[src/rtl/core/bsm_pkg.sv]
// Package for the boxcar smear block: word types, control structs and fixed widths.
// Used by bsm_ctrl, bsm_dp and boxcar_smear_with_edge_hold. No dependencies.
package bsm_pkg;

  localparam int SAMPLE_W  = 32;  // Q16.16 sample width
  localparam int LEN_W     = 6;   // window length register width
  localparam int OUT_IDX_W = 16;  // output ordinal width, wraps

  typedef struct packed {
    logic signed [SAMPLE_W-1:0] sample;
    logic                       last;
  } bsm_in_t;

  typedef struct packed {
    logic signed [SAMPLE_W-1:0] smoothed;
    logic [OUT_IDX_W-1:0]       output_index;
    logic                       run_end;
  } bsm_out_t;

  typedef struct packed {
    logic in_take;    // capture the input word
    logic div_start;  // load divider with the window sum
    logic out_load;   // load the output register
    logic out_end;    // run_end flag for the loaded word
    logic push;       // move the held sample into the window
    logic tail_inc;   // count one tail push
    logic run_clr;    // clear run state
  } bsm_cmd_t;

  typedef struct packed {
    logic bypass;      // window length is zero
    logic last;        // held sample ends the run
    logic div_busy;
    logic out_free;    // output register can take a word this cycle
    logic tail_final;  // next tail output is the final one
  } bsm_stat_t;

endpackage

[src/rtl/core/bsm_dp.sv]
// Datapath of the boxcar smear: window ring memory, running sum, serial divider,
// output register and the window length register. Depends on bsm_pkg.
module bsm_dp
  import bsm_pkg::*;
#(
  parameter int WINDOW_MAX = 32
) (
  input  logic             clk_i,
  input  logic             rst_ni,
  input  bsm_in_t          in_word_i,
  input  logic             out_stall_i,
  output logic             out_valid_o,
  output bsm_out_t         out_word_o,
  input  logic             cfg_we_i,
  input  logic [LEN_W-1:0] cfg_wdata_i,
  input  bsm_cmd_t         cmd_i,
  output bsm_stat_t        stat_o
);

  localparam int SUM_W = SAMPLE_W + $clog2(WINDOW_MAX + 1);
  localparam int IDX_W = (WINDOW_MAX > 1) ? $clog2(WINDOW_MAX) : 1;
  localparam int CNT_W = $clog2(SUM_W + 1);

  logic [LEN_W-1:0]     window_len_q, window_len_d;
  logic [IDX_W-1:0]     slot_q, slot_d;
  logic [LEN_W-1:0]     fill_q, fill_d;
  logic [SUM_W-1:0]     sum_q, sum_d;
  logic [OUT_IDX_W-1:0] out_cnt_q;
  logic [LEN_W-1:0]     tail_cnt_q;
  logic [CNT_W-1:0]     div_cnt_q;
  logic                 out_valid_q;

  logic [SAMPLE_W-1:0]  x_q;
  logic                 last_q;
  logic [SAMPLE_W-1:0]  rd_q;
  logic [SUM_W-1:0]     quo_q;
  logic [LEN_W:0]       rem_q;
  logic                 neg_q;
  bsm_out_t             out_word_q;

  logic [SAMPLE_W-1:0]  store_mem [WINDOW_MAX];

  logic                 full;
  logic [LEN_W-1:0]     slot_nxt;
  logic [SUM_W-1:0]     x_ext, old_ext, sum_abs;
  logic [LEN_W:0]       trial;
  logic                 trial_ge;
  logic [SUM_W-1:0]     quo_signed;
  logic [SAMPLE_W-1:0]  avg;
  logic                 out_free;

  assign full     = (fill_q >= window_len_q);
  assign slot_nxt = LEN_W'(slot_q) + 1'b1;
  assign x_ext    = {{(SUM_W-SAMPLE_W){x_q[SAMPLE_W-1]}}, x_q};
  assign old_ext  = full ? {{(SUM_W-SAMPLE_W){rd_q[SAMPLE_W-1]}}, rd_q} : '0;
  assign sum_abs  = sum_q[SUM_W-1] ? SUM_W'(~sum_q + 1'b1) : sum_q;

  assign trial    = {rem_q[LEN_W-1:0], quo_q[SUM_W-1]};
  assign trial_ge = (trial >= {1'b0, window_len_q});

  assign quo_signed = neg_q ? SUM_W'(~quo_q + 1'b1) : quo_q;
  assign avg        = quo_signed[SAMPLE_W-1:0];
  assign out_free   = !out_valid_q || !out_stall_i;

  always_comb begin
    window_len_d = window_len_q;
    slot_d       = slot_q;
    fill_d       = fill_q;
    sum_d        = sum_q;
    if (cfg_we_i) begin
      window_len_d = (cfg_wdata_i > LEN_W'(WINDOW_MAX)) ? LEN_W'(WINDOW_MAX) : cfg_wdata_i;
    end
    if (cmd_i.push) begin
      sum_d  = sum_q - old_ext + x_ext;
      fill_d = full ? fill_q : fill_q + 1'b1;
      slot_d = (slot_nxt >= window_len_q) ? '0 : slot_nxt[IDX_W-1:0];
    end
    if (cfg_we_i || cmd_i.run_clr) begin
      slot_d = '0;
      fill_d = '0;
      sum_d  = '0;
    end
  end

  always_ff @(posedge clk_i or negedge rst_ni) begin
    if (!rst_ni) begin
      window_len_q <= LEN_W'(1);
      slot_q       <= '0;
      fill_q       <= '0;
      sum_q        <= '0;
      out_cnt_q    <= '0;
      tail_cnt_q   <= '0;
      div_cnt_q    <= '0;
      out_valid_q  <= 1'b0;
    end else begin
      window_len_q <= window_len_d;
      slot_q       <= slot_d;
      fill_q       <= fill_d;
      sum_q        <= sum_d;
      if (cmd_i.div_start) begin
        div_cnt_q <= CNT_W'(SUM_W);
      end else if (div_cnt_q != '0) begin
        div_cnt_q <= div_cnt_q - 1'b1;
      end
      if (cfg_we_i || cmd_i.run_clr) begin
        out_cnt_q  <= '0;
        tail_cnt_q <= '0;
      end else begin
        if (cmd_i.out_load) out_cnt_q <= out_cnt_q + 1'b1;
        if (cmd_i.tail_inc) tail_cnt_q <= tail_cnt_q + 1'b1;
      end
      if (cmd_i.out_load) begin
        out_valid_q <= 1'b1;
      end else if (!out_stall_i) begin
        out_valid_q <= 1'b0;
      end
    end
  end

  // payload registers
  always_ff @(posedge clk_i) begin
    if (cmd_i.in_take) begin
      x_q    <= in_word_i.sample;
      last_q <= in_word_i.last;
    end
    if (cmd_i.div_start) begin
      quo_q <= sum_abs;
      rem_q <= '0;
      neg_q <= sum_q[SUM_W-1];
    end else if (div_cnt_q != '0) begin
      // restoring division, one quotient bit a cycle
      rem_q <= trial_ge ? (trial - {1'b0, window_len_q}) : trial;
      quo_q <= {quo_q[SUM_W-2:0], trial_ge};
    end
    if (cmd_i.out_load) begin
      out_word_q.smoothed     <= stat_o.bypass ? x_q : avg;
      out_word_q.output_index <= out_cnt_q;
      out_word_q.run_end      <= cmd_i.out_end;
    end
  end

  // window ring; read always follows the write slot
  always_ff @(posedge clk_i) begin
    if (cmd_i.push) store_mem[slot_q] <= x_q;
    rd_q <= store_mem[slot_q];
  end

  assign out_valid_o = out_valid_q;
  assign out_word_o  = out_word_q;

  assign stat_o.bypass     = (window_len_q == '0);
  assign stat_o.last       = last_q;
  assign stat_o.div_busy   = (div_cnt_q != '0);
  assign stat_o.out_free   = out_free;
  assign stat_o.tail_final = (tail_cnt_q == window_len_q - 1'b1);

  a_len_range: assert property (@(posedge clk_i) disable iff (!rst_ni)
    window_len_q <= LEN_W'(WINDOW_MAX))
    else $error("window length above maximum");

  a_fill_range: assert property (@(posedge clk_i) disable iff (!rst_ni)
    fill_q <= window_len_q)
    else $error("fill count exceeds window length");

  a_div_idle: assert property (@(posedge clk_i) disable iff (!rst_ni)
    cmd_i.div_start |-> div_cnt_q == '0)
    else $error("divider restarted while busy");

endmodule

[src/rtl/core/bsm_ctrl.sv]
// Controller of the boxcar smear: sequences accept, divide, emit and window push.
// Depends on bsm_pkg; drives the datapath through bsm_cmd_t.
module bsm_ctrl
  import bsm_pkg::*;
(
  input  logic      clk_i,
  input  logic      rst_ni,
  input  logic      in_valid_i,
  output logic      in_stall_o,
  input  bsm_stat_t stat_i,
  output bsm_cmd_t  cmd_o
);

  typedef enum logic [2:0] {
    ST_IDLE,
    ST_DIV_GO,
    ST_DIV,
    ST_EMIT,
    ST_UPD
  } state_e;

  state_e state_q, state_d;
  logic   tail_q, tail_d;

  assign in_stall_o = (state_q != ST_IDLE);

  always_comb begin
    state_d = state_q;
    tail_d  = tail_q;
    cmd_o   = '0;
    unique case (state_q)
      ST_IDLE: begin
        tail_d = 1'b0;
        if (in_valid_i) begin
          cmd_o.in_take = 1'b1;
          state_d       = stat_i.bypass ? ST_EMIT : ST_DIV_GO;
        end
      end
      ST_DIV_GO: begin
        cmd_o.div_start = 1'b1;
        state_d         = ST_DIV;
      end
      ST_DIV: begin
        if (!stat_i.div_busy) state_d = ST_EMIT;
      end
      ST_EMIT: begin
        if (stat_i.out_free) begin
          cmd_o.out_load = 1'b1;
          if (stat_i.bypass) begin
            cmd_o.out_end = stat_i.last;
            cmd_o.run_clr = stat_i.last;
            state_d       = ST_IDLE;
          end else if (tail_q && stat_i.tail_final) begin
            cmd_o.out_end = 1'b1;
            cmd_o.run_clr = 1'b1;
            state_d       = ST_IDLE;
          end else begin
            state_d = ST_UPD;
          end
        end
      end
      ST_UPD: begin
        cmd_o.push = 1'b1;
        if (tail_q) begin
          cmd_o.tail_inc = 1'b1;
          state_d        = ST_DIV_GO;
        end else if (stat_i.last) begin
          tail_d  = 1'b1;   // edge hold: repeat the last sample
          state_d = ST_DIV_GO;
        end else begin
          state_d = ST_IDLE;
        end
      end
      default: state_d = ST_IDLE;
    endcase
  end

  always_ff @(posedge clk_i or negedge rst_ni) begin
    if (!rst_ni) begin
      state_q <= ST_IDLE;
      tail_q  <= 1'b0;
    end else begin
      state_q <= state_d;
      tail_q  <= tail_d;
    end
  end

  a_load_free: assert property (@(posedge clk_i) disable iff (!rst_ni)
    cmd_o.out_load |-> stat_i.out_free)
    else $error("output overwritten while pending");

  a_push_mode: assert property (@(posedge clk_i) disable iff (!rst_ni)
    cmd_o.push |-> !stat_i.bypass)
    else $error("window push in bypass");

  a_div_emit: assert property (@(posedge clk_i) disable iff (!rst_ni)
    (state_q == ST_DIV && !stat_i.div_busy) |=> state_q == ST_EMIT)
    else $error("divide end not followed by emit");

endmodule

[src/rtl/core/boxcar_smear_with_edge_hold.sv]
// Boxcar smear with edge hold: trailing moving average with tail repeat of the last word.
// Path: in bypass the input register feeds the output register; otherwise the window sum
// goes through the serial divider (SUM_W = 32 + clog2(WINDOW_MAX+1), 38 at defaults).
// A new input word is taken only once the block is through with the last one; a last word
// adds window_len further outputs, each through the divider. Output stalls hold the emit.
// Reset: window length 1, run state cleared, ring undefined.
module boxcar_smear_with_edge_hold
  import bsm_pkg::*;
#(
  parameter int WINDOW_MAX = 32
) (
  input  logic             clk_i,
  input  logic             rst_ni,
  input  logic             in_valid_i,
  output logic             in_stall_o,
  input  bsm_in_t          in_word_i,
  output logic             out_valid_o,
  input  logic             out_stall_i,
  output bsm_out_t         out_word_o,
  input  logic             cfg_we_i,
  input  logic [LEN_W-1:0] cfg_wdata_i
);

  bsm_cmd_t  cmd;
  bsm_stat_t stat;

  bsm_ctrl u_ctrl (
    .clk_i      (clk_i),
    .rst_ni     (rst_ni),
    .in_valid_i (in_valid_i),
    .in_stall_o (in_stall_o),
    .stat_i     (stat),
    .cmd_o      (cmd)
  );

  bsm_dp #(
    .WINDOW_MAX (WINDOW_MAX)
  ) u_dp (
    .clk_i       (clk_i),
    .rst_ni      (rst_ni),
    .in_word_i   (in_word_i),
    .out_stall_i (out_stall_i),
    .out_valid_o (out_valid_o),
    .out_word_o  (out_word_o),
    .cfg_we_i    (cfg_we_i),
    .cfg_wdata_i (cfg_wdata_i),
    .cmd_i       (cmd),
    .stat_o      (stat)
  );

endmodule

[config.mk]
export PLATFORM = sky130hd
export DESIGN_NAME = boxcar_smear_with_edge_hold
export DESIGN_NICKNAME = d
export VERILOG_FILES = /design/src/rtl/core/bsm_pkg.sv /design/src/rtl/core/bsm_dp.sv /design/src/rtl/core/bsm_ctrl.sv /design/src/rtl/core/boxcar_smear_with_edge_hold.sv
export SDC_FILE = /design/constraint.sdc
export NUM_CORES = 2
export LEC_CHECK = 0
export ABC_AREA = 0
export BUFFER_PORTS_ARGS = -buffer_cell sky130_fd_sc_hd__clkbuf_2
export CORE_MARGIN = 2
export CORE_UTILIZATION = 50
export DETAILED_ROUTE_END_ITERATION = 12
export GPL_ROUTABILITY_DRIVEN = 0
export GPL_TIMING_DRIVEN = 0
export PLACE_DENSITY = 0.62
export SYNTH_ARGS = -nofsm -noshare
export SYNTH_HDL_FRONTEND = slang
export SYNTH_SLANG_ARGS = --single-unit
[constraint.sdc]
create_clock -name clk_i -period 8.05 [get_ports clk_i]
set_input_delay 1.61 -clock clk_i [delete_from_list [all_inputs] [get_ports clk_i]]
set_output_delay 1.61 -clock clk_i [all_outputs]
set_load 0.1 [all_outputs]
* After elaboration in Yosys (flattened, before gate mapping)
Memory sizes are Yosys's and may differ from the RTL's. A register that Yosys moved wholly into a read port is not among the register bits.
Cells that the tools add are included.
W data, S select, Z words.
** Word-level totals
- Register bits after elaboration :: 215
- RAM bits :: 1024
- Input bits :: 44
- Output and inout port bits :: 51
- Memories :: 1
** Operators by class
- Add/subtract/negate cells :: 11
- Order comparisons :: 4
- Equality and inequality tests :: 10
- Mux-type cells :: 49
- Bitwise gates (word level) :: 2
- Reductions and logical operators :: 17
** Memory list
- u_dp.store_mem :: words 32, bits a word 32, rd ports 1, clocked after Yosys merged registers in 1, wr ports 1, line bsm_dp.sv:41 : logic [SAMPLE_W-1:0] store_mem [WINDOW_MAX];
** Operators with widths (count)
- $mux W38 :: 6
- $mux W32 :: 2
- $mux W6 :: 9
- $add A38 B1 Y38 const B :: 1
- $add A38 B38 Y38 :: 1
- $not A38 Y38 :: 1
- $sub A38 B38 Y38 :: 1
- $add A32 B1 Y32 const B :: 1
- $mux W16 :: 2
- $not A32 Y32 :: 1
- $mux W3 :: 6
- $add A16 B1 Y16 const B :: 1
- $mux W1 :: 15
- $mux W5 :: 3
- $pmux W3 S5 :: 1
- $add A6 B1 Y6 const B :: 2
- $ge A6 B6 Y1 :: 2
- $sub A6 B1 Y6 const B :: 2
- $reduce_bool A2 Y1 :: 5
- $mux W2 :: 4
- $ge A7 B6 Y1 :: 1
- $add A5 B1 Y6 const B :: 1
- $eq A3 B2 Y1 const B :: 2
- $eq A6 B6 Y1 :: 1
- other kinds (16) :: 22

* Depth between registers and ports, before layout
- Depth after elaboration :: 10
- Gate-level depth with buffers :: 23
- Mapped depth without buffers :: 22

* Modules after synthesis
From an unflattened synthesis, not the netlist that was laid out.
** Unflattened totals
- Cell total of the unflattened synthesis :: 3057
- Area, all modules :: 52741.8 µm²
** By module, submodules not included
- bsm_dp :: times used 1, cells an instance 3028, area an instance 52486.6 µm²
- bsm_ctrl :: times used 1, cells an instance 29, area an instance 255.2 µm²

* Worst setup path after synthesis
No wires, ideal clock.
- Kind :: register -> register
- From :: reg u_dp.window_len_q[0]
- To :: reg u_dp.sum_q[37]
- Arrival :: 5.177 ns
- Required time :: 7.912 ns
- Path slack :: 2.735 ns
- Cell stages (with the launch flop) :: 23
- Clock period less this slack :: 5.315 ns
- Cell sequence :: dfstp_2 -> ha_1 -> nand2b_1 -> a21o_1 -> a21o_1 -> a21o_1 -> a21o_1 -> a21oi_1 -> clkbuf_1 -> nor2b_1 -> fa_1 -> inv_1 -> ha_1 -> buf_6 -> a21oi_2 -> nand2_1 -> or3_1 -> o21ai_2 -> a21oi_2 -> a221o_1 -> a311oi_4 -> mux2i_1 -> o311ai_2
** Between the ends
- Word-level cells in the longest chain between the ends :: 9
** Ends and longest elaborated chain
- from (decl) :: line bsm_dp.sv:24 : logic [LEN_W-1:0] window_len_q, window_len_d;
- from (signal assigned) :: line bsm_dp.sv:96 : window_len_q <= window_len_d;
- branches (longest 9 deep; another with $sub A38 B38 Y38)
- to (signal assigned) :: line bsm_dp.sv:99 : sum_q <= sum_d;
- to (decl) :: line bsm_dp.sv:27 : logic [SUM_W-1:0] sum_q, sum_d;
Parallel ways; which one is timed is not known. The select of a mux whose other input is x is not followed.
A chain may end at the register's enable or synchronous reset.

* Worst setup path in the final report
- From :: reg u_dp.window_len_q[0]
- To :: reg u_dp.sum_q[36]
The elaborated chain is that of the path after synthesis.

==> PnR_summary.wiki <==
{| class="wikitable"
! Metric !! Value
|-
| F_max || 150 MHz
|-
| Most common library cell in the layout ignoring fill and taps || sky130_fd_sc_hd__edfxtp_1
|-
| Startpoint of the worst register-to-register path || u_dp.window_len_q[0]$_DFFE_PN1P_
|-
| Number of global-route vias before repair || a little over 30000
|-
| Transition at the pin with the smallest max-transition slack || around 1400 ps
|-
| Routing usage on met1 || between 30% and 40%
|-
| Total overflow reported by the global router || 0
|-
| IR drop worst, VDD || 0.433 mV
|-
| Worst-case clock skew || ~31 ps
|-
| Crit share post-route || 82.8%
|-
| Remaining routing DRC violations || 0
|-
| CTS Sinks || approximately 1300
|-
| Non-filler cells in the finished layout || a little under 5000
|-
| Final-report setup violation count || 0
|-
| Clk pin slew, worst setup/hold paths || about 60 ps
|-
| Routed WL || between 150000 and 200000 um
|-
| Tmin final || between 6000 and 7000 ps
|-
| Total Nets Final || approximately 3500
|-
| Starting utilization of the core area || 50.4%
|-
| Detailed-routing iteration count for the pre-antenna-repair pass || 5
|-
| Chip width || 329 um
|-
| Setup repair after global routing missed its margin || no
|-
| LEAKAGE || just over 0.02 uW
|-
| Final Hold Fails || 0
|-
| Die outline height || between 300 and 400 um
|-
| Critical path type || reg -> reg
|-
| Launching instance or port of the critical path || u_dp.window_len_q[0]$_DFFE_PN1P_
|-
| Distinct cells, synth || 73
|-
| WL/cell || 30.9 um
|-
| Highest net fanout along the worst path || 10
|-
| Final worst hold slack || a little under 500 ps
|-
| Full die area || approximately 110000 um^2
|-
| Data required, critical path || between 8000 and 9000 ps
|-
| Pin count of the biggest net entering global routing || 53
|-
| Syn. warnings || 0
|-
| Overall Global Routing Usage || 28.2%
|-
| Data arrival time of the critical path || 7280 ps
|-
| TritonCTS Buffers || approximately 130
|-
| Type of the tightest min-delay check || reg -> reg
|-
| Floorplan row count || about 120
|-
| Maximum clock insertion buffer count || 3
|-
| Total of max-cap violations || 0
|-
| Synthesis-to-layout area growth || 14.6%
|-
| Count of antenna-violating nets left after detailed routing || 0
|-
| Mean instance size in the synthesized netlist || between 15 and 20 um^2
|-
| Utilization after layout || ~58%
|-
| Clock tree from TritonCTS || yes
|-
| CORE AREA || 105000 um^2
|-
| Setup slack of the critical path after layout || ~1400 ps
|-
| Port Buffer Count || between 90 and 100
|-
| Post-DP HPWL || ~100000 um
|-
| Worst slack at placement || 1450 ps
|-
| Commonest cells after routing, fill and taps aside || sky130_fd_sc_hd__edfxtp_1, sky130_fd_sc_hd__mux4_2, sky130_fd_sc_hd__inv_1, sky130_fd_sc_hd__nand2_1, sky130_fd_sc_hd__clkbuf_1
|-
| Global-route wire length before repair || between 200000 and 250000 um
|-
| Setup Total Neg Slack || 0 ps
|-
| Count of pins on the block boundary || 95
|-
| Quantity of gates resized following cts || 0
|-
| Cell at the root of the clock tree || sky130_fd_sc_hd__clkbuf_16
|-
| Critical Path End Type || flop
|-
| Syn nets || around 3300
|-
| Startpoint of the lowest-slack hold path || u_dp.rem_q[1]$_SDFFE_PP0P_
|-
| Power Density || between 200 and 300 nW/um^2
|-
| Max Slew Vio Count || 0
|-
| Setup fix buffers added after clock tree synthesis || 0
|-
| Post-synthesis register bit count || ~1300
|-
| Share of layout cells above drive strength 1 || 18.8%
|-
| Worst-case headroom to the max-slew limit || under 10%
|-
| Grt peak-use layer || met2
|-
| Share of synthesized flip-flops with an asynchronous set or reset || around 6.9%
|-
| Post-DR vias/cell || approximately 6.2
|-
| Met3 layer usage reported by global route || under 10%
|-
| Netlist Area Pre-Place || roughly 53000 um^2
|-
| Vias || 30500
|-
| Sequential area share after synthesis || between 70% and 80%
|-
| Initial DRC Count || 3903
|-
| Grt met2 use || a little under half
|-
| Sort of element at the start of the critical path || flop
|-
| Number of buffers added to fix hold violations after cts || 0
|-
| Commonest register cell after synthesis || sky130_fd_sc_hd__edfxtp_1
|-
| Count of flip-flops with a built-in enable after synthesis || ~1100
|-
| Placed cell count || 4641
|-
| Antenna violations before repair || 8
|-
| Source-to-sink clock delay at the later pin of the worst-skew pair || around 750 ps
|-
| Gate count of the mapped netlist || 3113
|-
| Status || finished clean
|-
| # H-tree levels || 4
|}
[synth_stat cells (all sizes together) (4+ instances only)]
cell type	n	area (um^2)
dfxtp	38	761
nor3b	6	45.0
a21oi	106	549
o21ai	119	599
nor4	8	56.3
ha	69	863
clkbuf	115	432
a21o	28	210
nor2	136	510
a211oi	12	90.1
nand3b	9	67.6
nand3	33	165
and2	9	56.3
o21a	8	60.1
xor2	54	473
a31oi	8	50.1
edfxtp	1145	34400
a22oi	129	968
or2	4	25.0
dfrtp	87	2180
buf	32	135
fa	38	761
nand4	46	294
o41ai	15	146
and3	14	87.6
a21boi	4	30.0
mux4	256	5770
inv	176	661
or3	21	131
mux2i	6	60.1
or4	8	63.8
nor2b	40	250
xnor2	73	639
o31ai	24	180
nand2	164	616
o21bai	6	45.0
nand2b	11	76.3
nor3	19	95.1
[stage by stage]
step | power, uW | instance area [um^2]
2_1_floorplan | 11100 | 53000
3_3_place_gp | 12100 | 55200
3_5_place_dp | 12300 | 56400
4_1_cts | 18100 | 60500
5_1_grt | 18700 | 60700
6_report | 18000 | 60700
[cells by family (layout without fill, tap and decap cells)]
group / count (synthesis) / count (layout) / share of synthesized area (%)
other: 0 / 1 / 0
and+or+nand+nor: 539 / 539 / 4.98
xor gates and xnor gates: 127 / 127 / 2.10
DFF: 1271 / 1271 / 70.5
buffers and inverters: 323 / 701 / 2.32
muxes: 263 / 263 / 11.0
adders and majority gates: 107 / 107 / 3.07
AOI/OAI and AO/OA: 483 / 483 / 5.99
[per-layer routing]
layer / vias up / wire (um)
met4: 4 / 5590
met3: 296 / 14100
met5: - / 26
li1: 12700 / -
met2: 1541 / 72800
met1: 15900 / 58100
[sequential cells by signal (all words and copies together) (netlist names)]
signal / flops
u_dp.out_word_o: 49
u_dp.last_q: 1
u_dp.quo_q: 38
u_dp.tail_cnt_q: 6
u_dp.x_q: 32
u_ctrl.state_q: 3
u_dp.out_cnt_q: 16
u_dp.window_len_q: 6
u_dp.rd_q: 32
u_dp.sum_q: 38
u_dp.neg_q: 1
u_ctrl.tail_q: 1
u_dp.slot_q: 5
u_dp.div_cnt_q: 6
u_dp.store_mem: 1024
u_dp.rem_q: 6
u_dp.out_valid_o: 1
u_dp.fill_q: 6
[final timing paths]
check / end / slack (ps) / cells after the start
max in group asynchronous: u_dp.sum_q[22]$_DFFE_PN0P_ / 6460 / 2
min in group asynchronous: u_dp.div_cnt_q[1]$_DFFE_PN0P_ / 900 / 1
min reg2reg: u_dp.rem_q[1]$_SDFFE_PP0P_ / 480 / 2
max reg2reg: u_dp.sum_q[36]$_DFFE_PN0P_ / 1380 / 21
max: u_dp.sum_q[36]$_DFFE_PN0P_ / 1380 / 21
min: u_dp.rem_q[1]$_SDFFE_PP0P_ / 480 / 2
[worst max-delay path, cell delays in order, from the launching register on]
cell	delay (ps)
sky130_fd_sc_hd__dfstp_2	620
sky130_fd_sc_hd__ha_1	250
sky130_fd_sc_hd__nand2b_1	140
sky130_fd_sc_hd__a21o_1	170
sky130_fd_sc_hd__a21o_1	180
sky130_fd_sc_hd__a21o_1	170
sky130_fd_sc_hd__a21o_1	170
sky130_fd_sc_hd__a21oi_1	690
sky130_fd_sc_hd__clkbuf_1	400
sky130_fd_sc_hd__nor2b_1	130
sky130_fd_sc_hd__fa_1	500
sky130_fd_sc_hd__inv_1	70
sky130_fd_sc_hd__fa_1	450
sky130_fd_sc_hd__a21o_1	190
sky130_fd_sc_hd__a21oi_1	220
sky130_fd_sc_hd__o21bai_1	130
sky130_fd_sc_hd__o31ai_1	600
sky130_fd_sc_hd__o41ai_2	270
sky130_fd_sc_hd__a31oi_1	600
sky130_fd_sc_hd__o31ai_1	280
sky130_fd_sc_hd__mux2i_1	200
sky130_fd_sc_hd__nand3_1	90
[where the power goes]
group	switching, uW	total, uW	internal (uW)
registers	495	8300	7800
clock network	2520	5840	3320
logic	2580	3890	1310
total	5600	18000	12400
[area by class of cell]
class	count	area, um^2
inverters	176	661
plain buffers	147	569
multi-input cells	1519	14600
well taps	1391	1740
clock buffers	173	3680
flip-flops and latches	1271	37300
repair buffers	142	1590
diodes	1	2.50
fillers	7954	44400
clock inverters	63	449
(Power assumes the default switching activity.)
